File: config.mk
export PLATFORM = sky130hd
export DESIGN_NAME = pulse_dial_digit_decoder_core
export DESIGN_NICKNAME = d
export VERILOG_FILES = /design/src/pddd_pkg.sv /design/src/pddd_step.sv /design/src/pulse_dial_digit_decoder_core.sv
export VERILOG_INCLUDE_DIRS = /design/src /design/src/src
export SDC_FILE = /design/constraint.sdc
export NUM_CORES = 1
export LEC_CHECK = 0
export BUFFER_PORTS_ARGS = -buffer_cell sky130_fd_sc_hd__buf_2
export CAP_MARGIN = 20
export CORE_MARGIN = 3
export CORE_UTILIZATION = 45
export CTS_BUF_LIST = sky130_fd_sc_hd__clkbuf_8
export DETAILED_ROUTE_END_ITERATION = 8
export GPL_ROUTABILITY_DRIVEN = 1
export GPL_TIMING_DRIVEN = 0
export MAX_ROUTING_LAYER = met4
export PLACE_DENSITY_LB_ADDON = 0.08
export SLEW_MARGIN = 5
export SYNTH_ARGS = -nofsm -noshare
export SYNTH_HDL_FRONTEND = slang
export SYNTH_SLANG_ARGS = --single-unit
export TNS_END_PERCENT = 100
File: constraint.sdc
create_clock -name clock -period 5.43 [get_ports clock]
set_input_delay 0.2715 -clock clock [delete_from_list [all_inputs] [get_ports clock]]
set_output_delay 0.2715 -clock clock [all_outputs]
set_load 0.02 [all_outputs]
File: src/pulse_dial_digit_decoder_core_defines.svh
// Assertion macros shared by the pulse dial decoder RTL.
// Included by modules that carry concurrent checks; no other dependencies.
`ifndef PULSE_DIAL_DIGIT_DECODER_CORE_DEFINES_SVH
`define PULSE_DIAL_DIGIT_DECODER_CORE_DEFINES_SVH

// Check that is suspended while reset is high.
`define PDDD_ASSERT(lbl, clk, rst, prop, msg) \
   lbl: assert property (@(posedge clk) disable iff (rst) prop) else $error(msg);

// Check that is evaluated at every edge, reset included.
`define PDDD_ASSERT_ALWAYS(lbl, clk, prop, msg) \
   lbl: assert property (@(posedge clk) prop) else $error(msg);

`endif

File: src/pddd_pkg.sv
// Types and constants of the pulse dial digit decoder.
// Used by pddd_step and pulse_dial_digit_decoder_core; depends on nothing.
`default_nettype none

package pddd_pkg;

   localparam int TIME_W  = 16;
   localparam int TALLY_W = 4;
   localparam int COUNT_W = 5;

   typedef enum logic [2:0] {
      PH_ON_HOOK   = 3'd0,
      PH_OFF_HOOK  = 3'd1,
      PH_DIALING   = 3'd2,
      PH_GOT_PULSE = 3'd3,
      PH_COMPLETED = 3'd4
   } phase_type;

   // Configuration register indexes.
   localparam logic [7:0] REG_DEBOUNCE = 8'd0;
   localparam logic [7:0] REG_ON_HOOK  = 8'd1;
   localparam logic [7:0] REG_GAP      = 8'd2;
   localparam logic [7:0] REG_DIGITS   = 8'd3;

   localparam logic [TALLY_W-1:0] PULSE_MAX  = 4'd10;
   localparam logic [TALLY_W-1:0] PULSE_SAT  = 4'd15;
   localparam logic [COUNT_W-1:0] DIGITS_MAX = 5'd16;

   typedef struct packed {
      logic [TIME_W-1:0]  debounce_ms;
      logic [TIME_W-1:0]  on_hook_ms;
      logic [TIME_W-1:0]  digit_gap_ms;
      logic [COUNT_W-1:0] digits_wanted;
   } cfg_type;

   typedef struct packed {
      logic [TIME_W-1:0]  change_time;
      logic               stable_level;
      phase_type          phase;
      logic [TALLY_W-1:0] pulse_tally;
      logic [COUNT_W-1:0] digit_tally;
   } state_type;

   typedef struct packed {
      logic [2:0]         line_state;
      logic               digit_valid;
      logic [3:0]         digit_value;
      logic [3:0]         digit_position;
      logic [COUNT_W-1:0] digits_stored;
   } result_type;

   localparam cfg_type CFG_RESET = '{
      debounce_ms:   16'd15,
      on_hook_ms:    16'd500,
      digit_gap_ms:  16'd300,
      digits_wanted: 5'd10
   };

   localparam state_type STATE_RESET = '{
      change_time:  16'd0,
      stable_level: 1'b1,
      phase:        PH_ON_HOOK,
      pulse_tally:  4'd0,
      digit_tally:  5'd0
   };

endpackage

`default_nettype wire

File: src/pddd_step.sv
// Next-state and result logic for one poll of the line-sense pin.
// Purely combinational; uses types and constants from pddd_pkg.
`default_nettype none

module pddd_step (
   input  wire logic                          level,
   input  wire logic [pddd_pkg::TIME_W-1:0]   now_ms,
   input  wire pddd_pkg::cfg_type             cfg,
   input  wire pddd_pkg::state_type           cur,
   output pddd_pkg::state_type                nxt,
   output pddd_pkg::result_type               res
);

   logic [pddd_pkg::TIME_W-1:0]  elapsed_raw;
   logic [pddd_pkg::TIME_W-1:0]  elapsed;
   logic                         changed;
   logic [pddd_pkg::COUNT_W-1:0] want;

   assign elapsed_raw = now_ms - cur.change_time;
   assign changed     = level != cur.stable_level;
   assign elapsed     = changed ? '0 : elapsed_raw;

   always_comb begin
      if (cfg.digits_wanted == '0) begin
         want = pddd_pkg::COUNT_W'(1);
      end else if (cfg.digits_wanted > pddd_pkg::DIGITS_MAX) begin
         want = pddd_pkg::DIGITS_MAX;
      end else begin
         want = cfg.digits_wanted;
      end
   end

   always_comb begin
      nxt = cur;
      res = '0;
      if (cur.change_time == '0) begin
         // Not started yet: the poll only records the time.
         nxt.change_time = now_ms;
      end else if (!(changed && elapsed_raw < cfg.debounce_ms)) begin
         if (changed) begin
            nxt.change_time  = now_ms;
            nxt.stable_level = level;
         end
         if (level) begin
            case (cur.phase)
               pddd_pkg::PH_OFF_HOOK: begin
                  nxt.phase       = pddd_pkg::PH_DIALING;
                  nxt.digit_tally = '0;
                  nxt.pulse_tally = '0;
               end
               pddd_pkg::PH_DIALING: begin
                  nxt.phase = (elapsed >= cfg.on_hook_ms) ? pddd_pkg::PH_ON_HOOK
                                                          : pddd_pkg::PH_GOT_PULSE;
               end
               pddd_pkg::PH_GOT_PULSE, pddd_pkg::PH_COMPLETED: begin
                  if (elapsed >= cfg.on_hook_ms) begin
                     nxt.phase = pddd_pkg::PH_ON_HOOK;
                  end
               end
               default: begin
               end
            endcase
         end else begin
            case (cur.phase)
               pddd_pkg::PH_ON_HOOK: begin
                  nxt.phase       = pddd_pkg::PH_OFF_HOOK;
                  nxt.digit_tally = '0;
               end
               pddd_pkg::PH_GOT_PULSE: begin
                  if (cur.pulse_tally != pddd_pkg::PULSE_SAT) begin
                     nxt.pulse_tally = cur.pulse_tally + 1'b1;
                  end
                  nxt.phase = pddd_pkg::PH_DIALING;
               end
               pddd_pkg::PH_DIALING: begin
                  if (elapsed >= cfg.digit_gap_ms && cur.pulse_tally != '0) begin
                     // Counts above ten end the digit without storing it.
                     if (cur.digit_tally < want && cur.pulse_tally <= pddd_pkg::PULSE_MAX) begin
                        res.digit_valid    = 1'b1;
                        res.digit_value    = (cur.pulse_tally == pddd_pkg::PULSE_MAX) ?
                                             4'd0 : cur.pulse_tally;
                        res.digit_position = cur.digit_tally[3:0];
                        nxt.digit_tally    = cur.digit_tally + 1'b1;
                     end
                     if (nxt.digit_tally == want) begin
                        nxt.phase = pddd_pkg::PH_COMPLETED;
                     end
                     nxt.pulse_tally = '0;
                  end
               end
               default: begin
               end
            endcase
         end
      end
      res.line_state    = nxt.phase;
      res.digits_stored = nxt.digit_tally;
   end

endmodule

`default_nettype wire

File: src/pulse_dial_digit_decoder_core.sv
// Rotary pulse dial decoder: debounces line-sense polls and emits dialed digits.
// A taken poll moves from the input register into the result register (rsp_ ports).
// Throughput: one poll per cycle unless rsp_ready stalls; the input register and the
// result register are the only stages, and line state updates as a poll moves into it.
// Reset (synchronous, active high) restores register defaults and the on-hook state.
`default_nettype none

`include "pulse_dial_digit_decoder_core_defines.svh"

module pulse_dial_digit_decoder_core (
   input  wire logic                               clock,
   input  wire logic                               reset,
   input  wire logic                               req_valid,
   output logic                                    req_ready,
   input  wire logic                               req_line_level,
   input  wire logic [pddd_pkg::TIME_W-1:0]        req_now_ms,
   output logic                                    rsp_valid,
   input  wire logic                               rsp_ready,
   output logic [2:0]                              rsp_line_state,
   output logic                                    rsp_digit_valid,
   output logic [3:0]                              rsp_digit_value,
   output logic [3:0]                              rsp_digit_position,
   output logic [pddd_pkg::COUNT_W-1:0]            rsp_digits_stored,
   input  wire logic                               csr_valid,
   output logic                                    csr_ready,
   input  wire logic [7:0]                         csr_index,
   input  wire logic [pddd_pkg::TIME_W-1:0]        csr_data
);

   pddd_pkg::cfg_type    cfg_ff, cfg_in;
   pddd_pkg::state_type  state_ff, state_in, state_nxt;
   pddd_pkg::result_type rsp_ff, rsp_in, step_res;

   logic                        s1_valid_ff, s1_valid_in;
   logic                        s1_level_ff, s1_level_in;
   logic [pddd_pkg::TIME_W-1:0] s1_now_ff, s1_now_in;
   logic                        rsp_valid_ff, rsp_valid_in;
   logic                        s1_move;
   logic                        req_xfer;

   pddd_step u_step (
      .level  (s1_level_ff),
      .now_ms (s1_now_ff),
      .cfg    (cfg_ff),
      .cur    (state_ff),
      .nxt    (state_nxt),
      .res    (step_res)
   );

   // The held poll moves on whenever the result register is empty or being drained.
   assign s1_move   = s1_valid_ff && (!rsp_valid_ff || rsp_ready);
   assign req_ready = !s1_valid_ff || s1_move;
   assign req_xfer  = req_valid && req_ready;
   assign csr_ready = 1'b1;

   always_comb begin
      s1_valid_in  = req_xfer ? 1'b1 : (s1_move ? 1'b0 : s1_valid_ff);
      s1_level_in  = req_xfer ? req_line_level : s1_level_ff;
      s1_now_in    = req_xfer ? req_now_ms : s1_now_ff;
      rsp_valid_in = s1_move ? 1'b1 : (rsp_ready ? 1'b0 : rsp_valid_ff);
      rsp_in       = s1_move ? step_res : rsp_ff;
      state_in     = s1_move ? state_nxt : state_ff;
   end

   always_comb begin
      cfg_in = cfg_ff;
      if (csr_valid) begin
         case (csr_index)
            pddd_pkg::REG_DEBOUNCE: cfg_in.debounce_ms   = csr_data;
            pddd_pkg::REG_ON_HOOK:  cfg_in.on_hook_ms    = csr_data;
            pddd_pkg::REG_GAP:      cfg_in.digit_gap_ms  = csr_data;
            pddd_pkg::REG_DIGITS:   cfg_in.digits_wanted = csr_data[pddd_pkg::COUNT_W-1:0];
            default: begin
            end
         endcase
      end
   end

   always_ff @(posedge clock) begin
      if (reset) begin
         cfg_ff       <= pddd_pkg::CFG_RESET;
         state_ff     <= pddd_pkg::STATE_RESET;
         s1_valid_ff  <= 1'b0;
         rsp_valid_ff <= 1'b0;
      end else begin
         cfg_ff       <= cfg_in;
         state_ff     <= state_in;
         s1_valid_ff  <= s1_valid_in;
         rsp_valid_ff <= rsp_valid_in;
      end
   end

   always_ff @(posedge clock) begin
      s1_level_ff <= s1_level_in;
      s1_now_ff   <= s1_now_in;
      rsp_ff      <= rsp_in;
   end

   assign rsp_valid          = rsp_valid_ff;
   assign rsp_line_state     = rsp_ff.line_state;
   assign rsp_digit_valid    = rsp_ff.digit_valid;
   assign rsp_digit_value    = rsp_ff.digit_value;
   assign rsp_digit_position = rsp_ff.digit_position;
   assign rsp_digits_stored  = rsp_ff.digits_stored;

   `PDDD_ASSERT_ALWAYS(a_reset_clears, clock, reset |=> (!rsp_valid_ff && !s1_valid_ff && state_ff.phase == pddd_pkg::PH_ON_HOOK), "reset did not return to on hook")
   `PDDD_ASSERT(a_digit_legal, clock, reset, (rsp_valid_ff && rsp_ff.digit_valid) |-> (rsp_ff.digit_value <= 4'd9 && {1'b0, rsp_ff.digit_position} + 5'd1 == rsp_ff.digits_stored), "stored digit inconsistent with count")
   `PDDD_ASSERT(a_tally_bound, clock, reset, state_ff.digit_tally <= pddd_pkg::DIGITS_MAX, "digit count beyond sixteen")
   `PDDD_ASSERT(a_state_hold, clock, reset, !s1_move |=> $stable(state_ff), "line state changed without a poll")
   `PDDD_ASSERT(a_poll_kept, clock, reset, (s1_valid_ff && !s1_move) |=> (s1_valid_ff && $stable(s1_now_ff)), "held poll lost before transfer")

endmodule

`default_nettype wire
After elaboration in Yosys (flattened, before gate mapping)
Index checks and enable logic that the tools add are counted.

operators by class
  eq/ne operators = 15
  add/sub/neg operators = 3
  multiplexer cells = 30
  magnitude comparators = 6
  bitwise gates (word level) = 5
  reduce and logical (&&, ||, !) cells = 29

operator list
  operator                                                                count
  5-bit two-way mux                                                       8
  12-bit two-way mux                                                      3
  16-bit >= comparator                                                    2
  16-bit two-way mux                                                      2
  29-bit two-way mux                                                      1
  9-bit two-way mux                                                       2
  3-bit case mux with 3 select lines                                      2
  17-bit two-way mux                                                      1
  8-bit by 2-bit equality test with 1-bit output (second input constant)  2
  16-bit logical NOT                                                      1
  16-bit less-than comparator                                             1
  16-bit subtractor                                                       1
  5-bit case mux with 2 select lines                                      1
  8-bit by 1-bit equality test with 1-bit output (second input constant)  1
  8-bit logical NOT                                                       1
  4-bit two-way mux                                                       2
  4-bit case mux with 2 select lines                                      1
  2-bit AND reduction                                                     4
  7-bit AND reduction                                                     1
  7-bit OR reduction                                                      1
  3-bit by 2-bit equality test with 1-bit output (second input constant)  2
  3-bit two-way mux                                                       2
  3-bit by 2-bit != test with 1-bit output (second input constant)        2
  2-bit nonzero test                                                      3
  27 further kinds                                                        41

storage, ports and cells
  logic and storage cells = 106
  flip-flop bits (word level) = 118
  bits of input ports = 46
  output and inout bits = 20

Logic depth before layout (Yosys ltp)
  depth in word-level cells = 18
  mapped depth = 22
  gate-level depth less buffers = 20

Hierarchy
A second synthesis with hierarchy kept.

second synthesis, totals
  cell total of the unflattened synthesis = 852
  area, all modules = 7773.7 sq um

modules (own cells, without submodules)
  module                         instances  area each (sq um)  cells each
  pulse_dial_digit_decoder_core  1          4369.2             382
  pddd_step                      1          3404.5             470

Least setup slack after synthesis
No wires, ideal clock.

  path type = flip-flop to flip-flop
  from = register s1_now_ff[3] in the netlist's numbering
  to = register rsp_ff, in the netlist rsp_digits_stored[3] (data pin)
  buffers on the path = 1
  period minus slack after synthesis = 4.318 ns
  setup time = 0.266 ns
  data arrival time = 4.052 ns
  required time = 5.164 ns
  path slack = 1.112 ns
  stages on the path, launching flop included = 20
  path through = edfxtp_1 -> ha_1 -> and2_1 -> o21ai_0 -> a21oi_1 -> or3_1 -> a31o_2 -> or2_2 -> xor2_1 -> and2_1 -> ha_1 -> a21o_1 -> a21o_1 -> a221o_1 -> nand2_1 -> o31ai_1 -> or2_2 -> buf_2 -> a41oi_1 -> a21oi_1

RTL lines
  item                    line                                 source
  start, declared         pulse_dial_digit_decoder_core.sv:36  logic [pddd_pkg::TIME_W-1:0] s1_now_ff, s1_now_in;
  start signal, assigned  pulse_dial_digit_decoder_core.sv:95  s1_now_ff <= s1_now_in;
  end signal, assigned    pulse_dial_digit_decoder_core.sv:96  rsp_ff <= rsp_in;
  end, declared           pulse_dial_digit_decoder_core.sv:32  pddd_pkg::result_type rsp_ff, rsp_in, step_res;

Final worst setup path
  from = register state_ff[16] in the netlist's numbering
  to = register state_ff[8] in the netlist's numbering

on the way
  cells in the longest elaborated chain, start to end = 6

ends and longest elaborated chain
  item                                                       line                                 source
  start, declared                                            pulse_dial_digit_decoder_core.sv:31  pddd_pkg::state_type state_ff, state_in, state_nxt;
  start signal, assigned                                     pulse_dial_digit_decoder_core.sv:82  state_ff <= pddd_pkg::STATE_RESET;
  start signal, assigned                                     pulse_dial_digit_decoder_core.sv:87  state_ff <= state_in;
  16-bit subtractor                                          pddd_step.sv:19                      assign elapsed_raw = now_ms - cur.change_time;
  16-bit two-way mux                                         pddd_step.sv:21                      assign elapsed = changed ? '0 : elapsed_raw;
  16-bit >= comparator                                       pddd_step.sv:76                      if (elapsed >= cfg.digit_gap_ms && cur.pulse_tally != '0) begin
  1-bit logical AND                                          pddd_step.sv:76
  3-bit by 2-bit != test with 1-bit output (no source line)  n/a
  7-bit AND reduction (no source line) *                     n/a

Mark *: on every way between the ends. The rest lies on a longest branch, timed or not.
A chain may end at the register's enable or synchronous reset.

==> metrics <==
run status=complete, no violations; Yosys top cell by area=dfxtp_1; Area Overhead vs Synth=16.37%; commonest non-fill, non-tap cell in the layout=nor2_1; most frequent cells in the layout=nor2_1 (101), dfxtp_1 (84), inv_1 (83); post-synthesis cell area=0.007239 mm^2; total power draw=0.002504 W; Overall Global Routing Usage=0.2248; period utilisation layout=0.9279; clk root buf=clkbuf_8; initial antenna violation count=0; 1st-pass router iterations=5; number of diodes=0; Clk Latency, worst-skew pair=0.45 ns; crit path capture type=flip-flop; worst rel slew slack=0.2725; largest net degree at the start of global routing=24; die footprint=0.01765 mm^2; placed cell count=1,099; count of final setup violators=0; Rows=45; Critical Path AT=5.40 ns; crit-path max FO=5; Mapped Cells=825; starting density of the core=0.4676; I/O pins=66; Clk pwr share=0.353; capture point of the worst reg-to-reg path=state_ff[8]$_SDFFE_PP0P_; Bufs on Longest Clock Path=2; cells on worst reg2reg path=18; Post-synth top flop=dfxtp_1; Worst-path clk slew=0.08 ns; Max VDD drop=0.2726 mV; CP Class=flip-flop to flip-flop; Max Cap Violations=0; CP startpoint kind=flip-flop; GRT overflow=0; share of the synthesized area in the top cell type=0.2323; Switching Fraction=0.3213; Gate power share=0.266; YS warnings=0; worst min path class=input port to flip-flop; hold path cells=3; min cycle time layout=5.039 ns; power share of the sequential group=0.382; # Post-CTS Setup Buffers=0; fill count=1,481; Syn Nets=940; TritonCTS Sinks=118; sequential fraction of the synthesis area=0.3733; Final Wtd Congestion=0.9219; 1st-iter DRT viols=331; number of buffers added on ports=63; share of cells above drive strength 1=0.1206; vias per cell=5.417; die span in y=132.8 um; critical path required time=5.79 ns; P_int=0.001699 W; FMAX=198.5 MHz; worst r2r src=state_ff[16]$_SDFFE_PP0P_; Synth Area per Inst=8.775 um^2; clock skew=0.01376 ns; DRC=0; asr flop ratio synth=0; first-pass GRT wire length=30.80 mm; WL/cell=16.51 um; CTS tree=done; Fin. Hold Viols=0; static leakage=3.567 nW; R2R setup slack=0.39 ns; Slew Viols, Final=0; Least-Margin Pin Slew=1.083 ns; NumNets Final=1,039; Final HPWL DP=14.83 mm; Post-DRT Antenna Nets=0; Post-synth EDFFs=34; library cells used by synthesis=70; Via Count=6,219; final wirelength=18.96 mm; vias in the first global route=6,099; Die W=132.8 um; RSZ-0062 raised after global routing=false; Inserted Clock Buffers=17; hold wc startpoint=req_valid; Seq cells post-synth=118; Area contributors post-synth=dfxtp_1 (23%), edfxtp_1 (14%), ha_1 (12%); NetSw=0.0008044 W; hold_ws=0.03913 ns; area of the core=0.01548 mm^2; pwr dens=297.2 mW/mm^2; setup TNS=0 ns; Worst Hold Path EP=s1_valid_ff$_SDFFE_PP0P_; H-tree depth=4; Final Instance Count excl. Fillers=1,148
==> state kept, by name, summed over array words and instances, names as in the netlist <==
| register | cells |
|---|---|
| cfg_ff | 53 |
| state_ff | 29 |
| s1_now_ff | 16 |
| rsp_digits_stored | 5 |
| rsp_digit_position | 4 |
| rsp_digit_value | 4 |
| rsp_line_state | 3 |
| rsp_digit_valid | 1 |
| rsp_valid | 1 |
| s1_level_ff | 1 |
| s1_valid_ff | 1 |
==> synth_stat cells (14+ instances only) <==
library cell and number:
nor2_1 103, dfxtp_1 84, inv_1 82, ha_1 68
nand2_1 60, a21oi_1 43, mux2i_1 41, edfxtp_1 34
clkbuf_1 26, and2_1 23, o21ai_0 19, nand3_1 17
a211o_1 16, xnor2_1 14
==> logic make-up (layout without fill, tap and decap cells) <==
| logic type | after synthesis | count (layout) | synth area share |
|---|---|---|---|
| simple gates | 291 | 291 | 0.1934 |
| compound gates | 170 | 170 | 0.1711 |
| flops | 118 | 118 | 0.3733 |
| buf+inv | 116 | 228 | 0.06170 |
| fa+ha+maj | 69 | 69 | 0.1203 |
| mux | 41 | 41 | 0.05669 |
| xor+xnor | 19 | 19 | 0.02299 |
| other cells | 1 | 1 | 0.0005180 |
==> per-layer routing <==
layer | vias up | track usage | routed length [um]
li1 | 3126 | - | -
met5 | - | - | 0
met4 | 0 | 0.06697 | 303
met3 | 24 | 0.04525 | 899
met2 | 158 | 0.3482 | 8624
met1 | 2911 | 0.2981 | 9129
==> stage by stage <==
step                instance area [um^2]    util  setup WS, ns
finish                              8424  0.5441        0.3913
global route                        8424  0.5441       0.05808
CTS                                 8419  0.5438       0.09114
detailed placement                  7819  0.5050        0.1614
global placement                    7819  0.5050        0.1853
floorplan                           7239       -         1.112
==> power by group through the flow <==
stage | Combinational, W | Clock, W | Sequential (W)
detailed placement | 0.000648 | 0 | 0.000975
floorplan | 0.000453 | 0 | 0.000979
CTS | 0.000661 | 0.000905 | 0.000955
global placement | 0.000631 | 0 | 0.000973
finish | 0.000666 | 0.000883 | 0.000955
global route | 0.000745 | 0.000940 | 0.000958
==> layout make-up <==
class | instances | area, um^2 | area share
plain buffers | 34 | 138.9 | 0.01649
clock buffers | 18 | 247.7 | 0.02941
clock inverters | 14 | 182.7 | 0.02168
inverters | 82 | 307.8 | 0.03654
multi-input cells | 591 | 4095 | 0.4861
flip-flops and latches | 118 | 2703 | 0.3208
well taps | 211 | 264.0 | 0.03134
repair buffers | 80 | 485.5 | 0.05763
==> timing repair <==
action                                 CTS  global route
setup endpoints to repair                0            17
resized for setup                        0             3
endpoints found under the hold margin   17             0
hold buffers                            17             0
==> worst max path at each step <==
stage	start	endpoint	slack [ns]	cells after the start
floorplan	s1_now_ff[3]$_DFFE_PP_	rsp_digits_stored[3]$_DFFE_PP_	1.11	19
global placement	s1_now_ff[3]$_DFFE_PP_	state_ff[2]$_SDFFE_PP0P_	0.19	17
detailed placement	state_ff[16]$_SDFFE_PP0P_	state_ff[2]$_SDFFE_PP0P_	0.16	18
CTS	state_ff[16]$_SDFFE_PP0P_	state_ff[2]$_SDFFE_PP0P_	0.09	18
global route	s1_now_ff[0]$_DFFE_PP_	state_ff[8]$_SDFFE_PP0P_	0.06	20
finish	state_ff[16]$_SDFFE_PP0P_	state_ff[8]$_SDFFE_PP0P_	0.39	18
==> worst max-delay path, stage by stage (launching register included) <==
cell      delay [ns]
dfxtp_1         0.37
inv_1           0.06
ha_1            0.35
and2_1          0.18
o21ai_0         0.23
a21oi_1         0.16
or3_1           0.42
a31o_2          0.23
o41a_1          0.32
xnor2_1         0.16
ha_1            0.31
nand2_1         0.07
nor2_1          0.19
o211ai_1        0.12
o21ai_1         0.41
o211ai_1        0.29
nor4_1          0.63
a41oi_1         0.18
a311oi_1        0.25
Note: power is estimated with default switching activity, not from simulation.
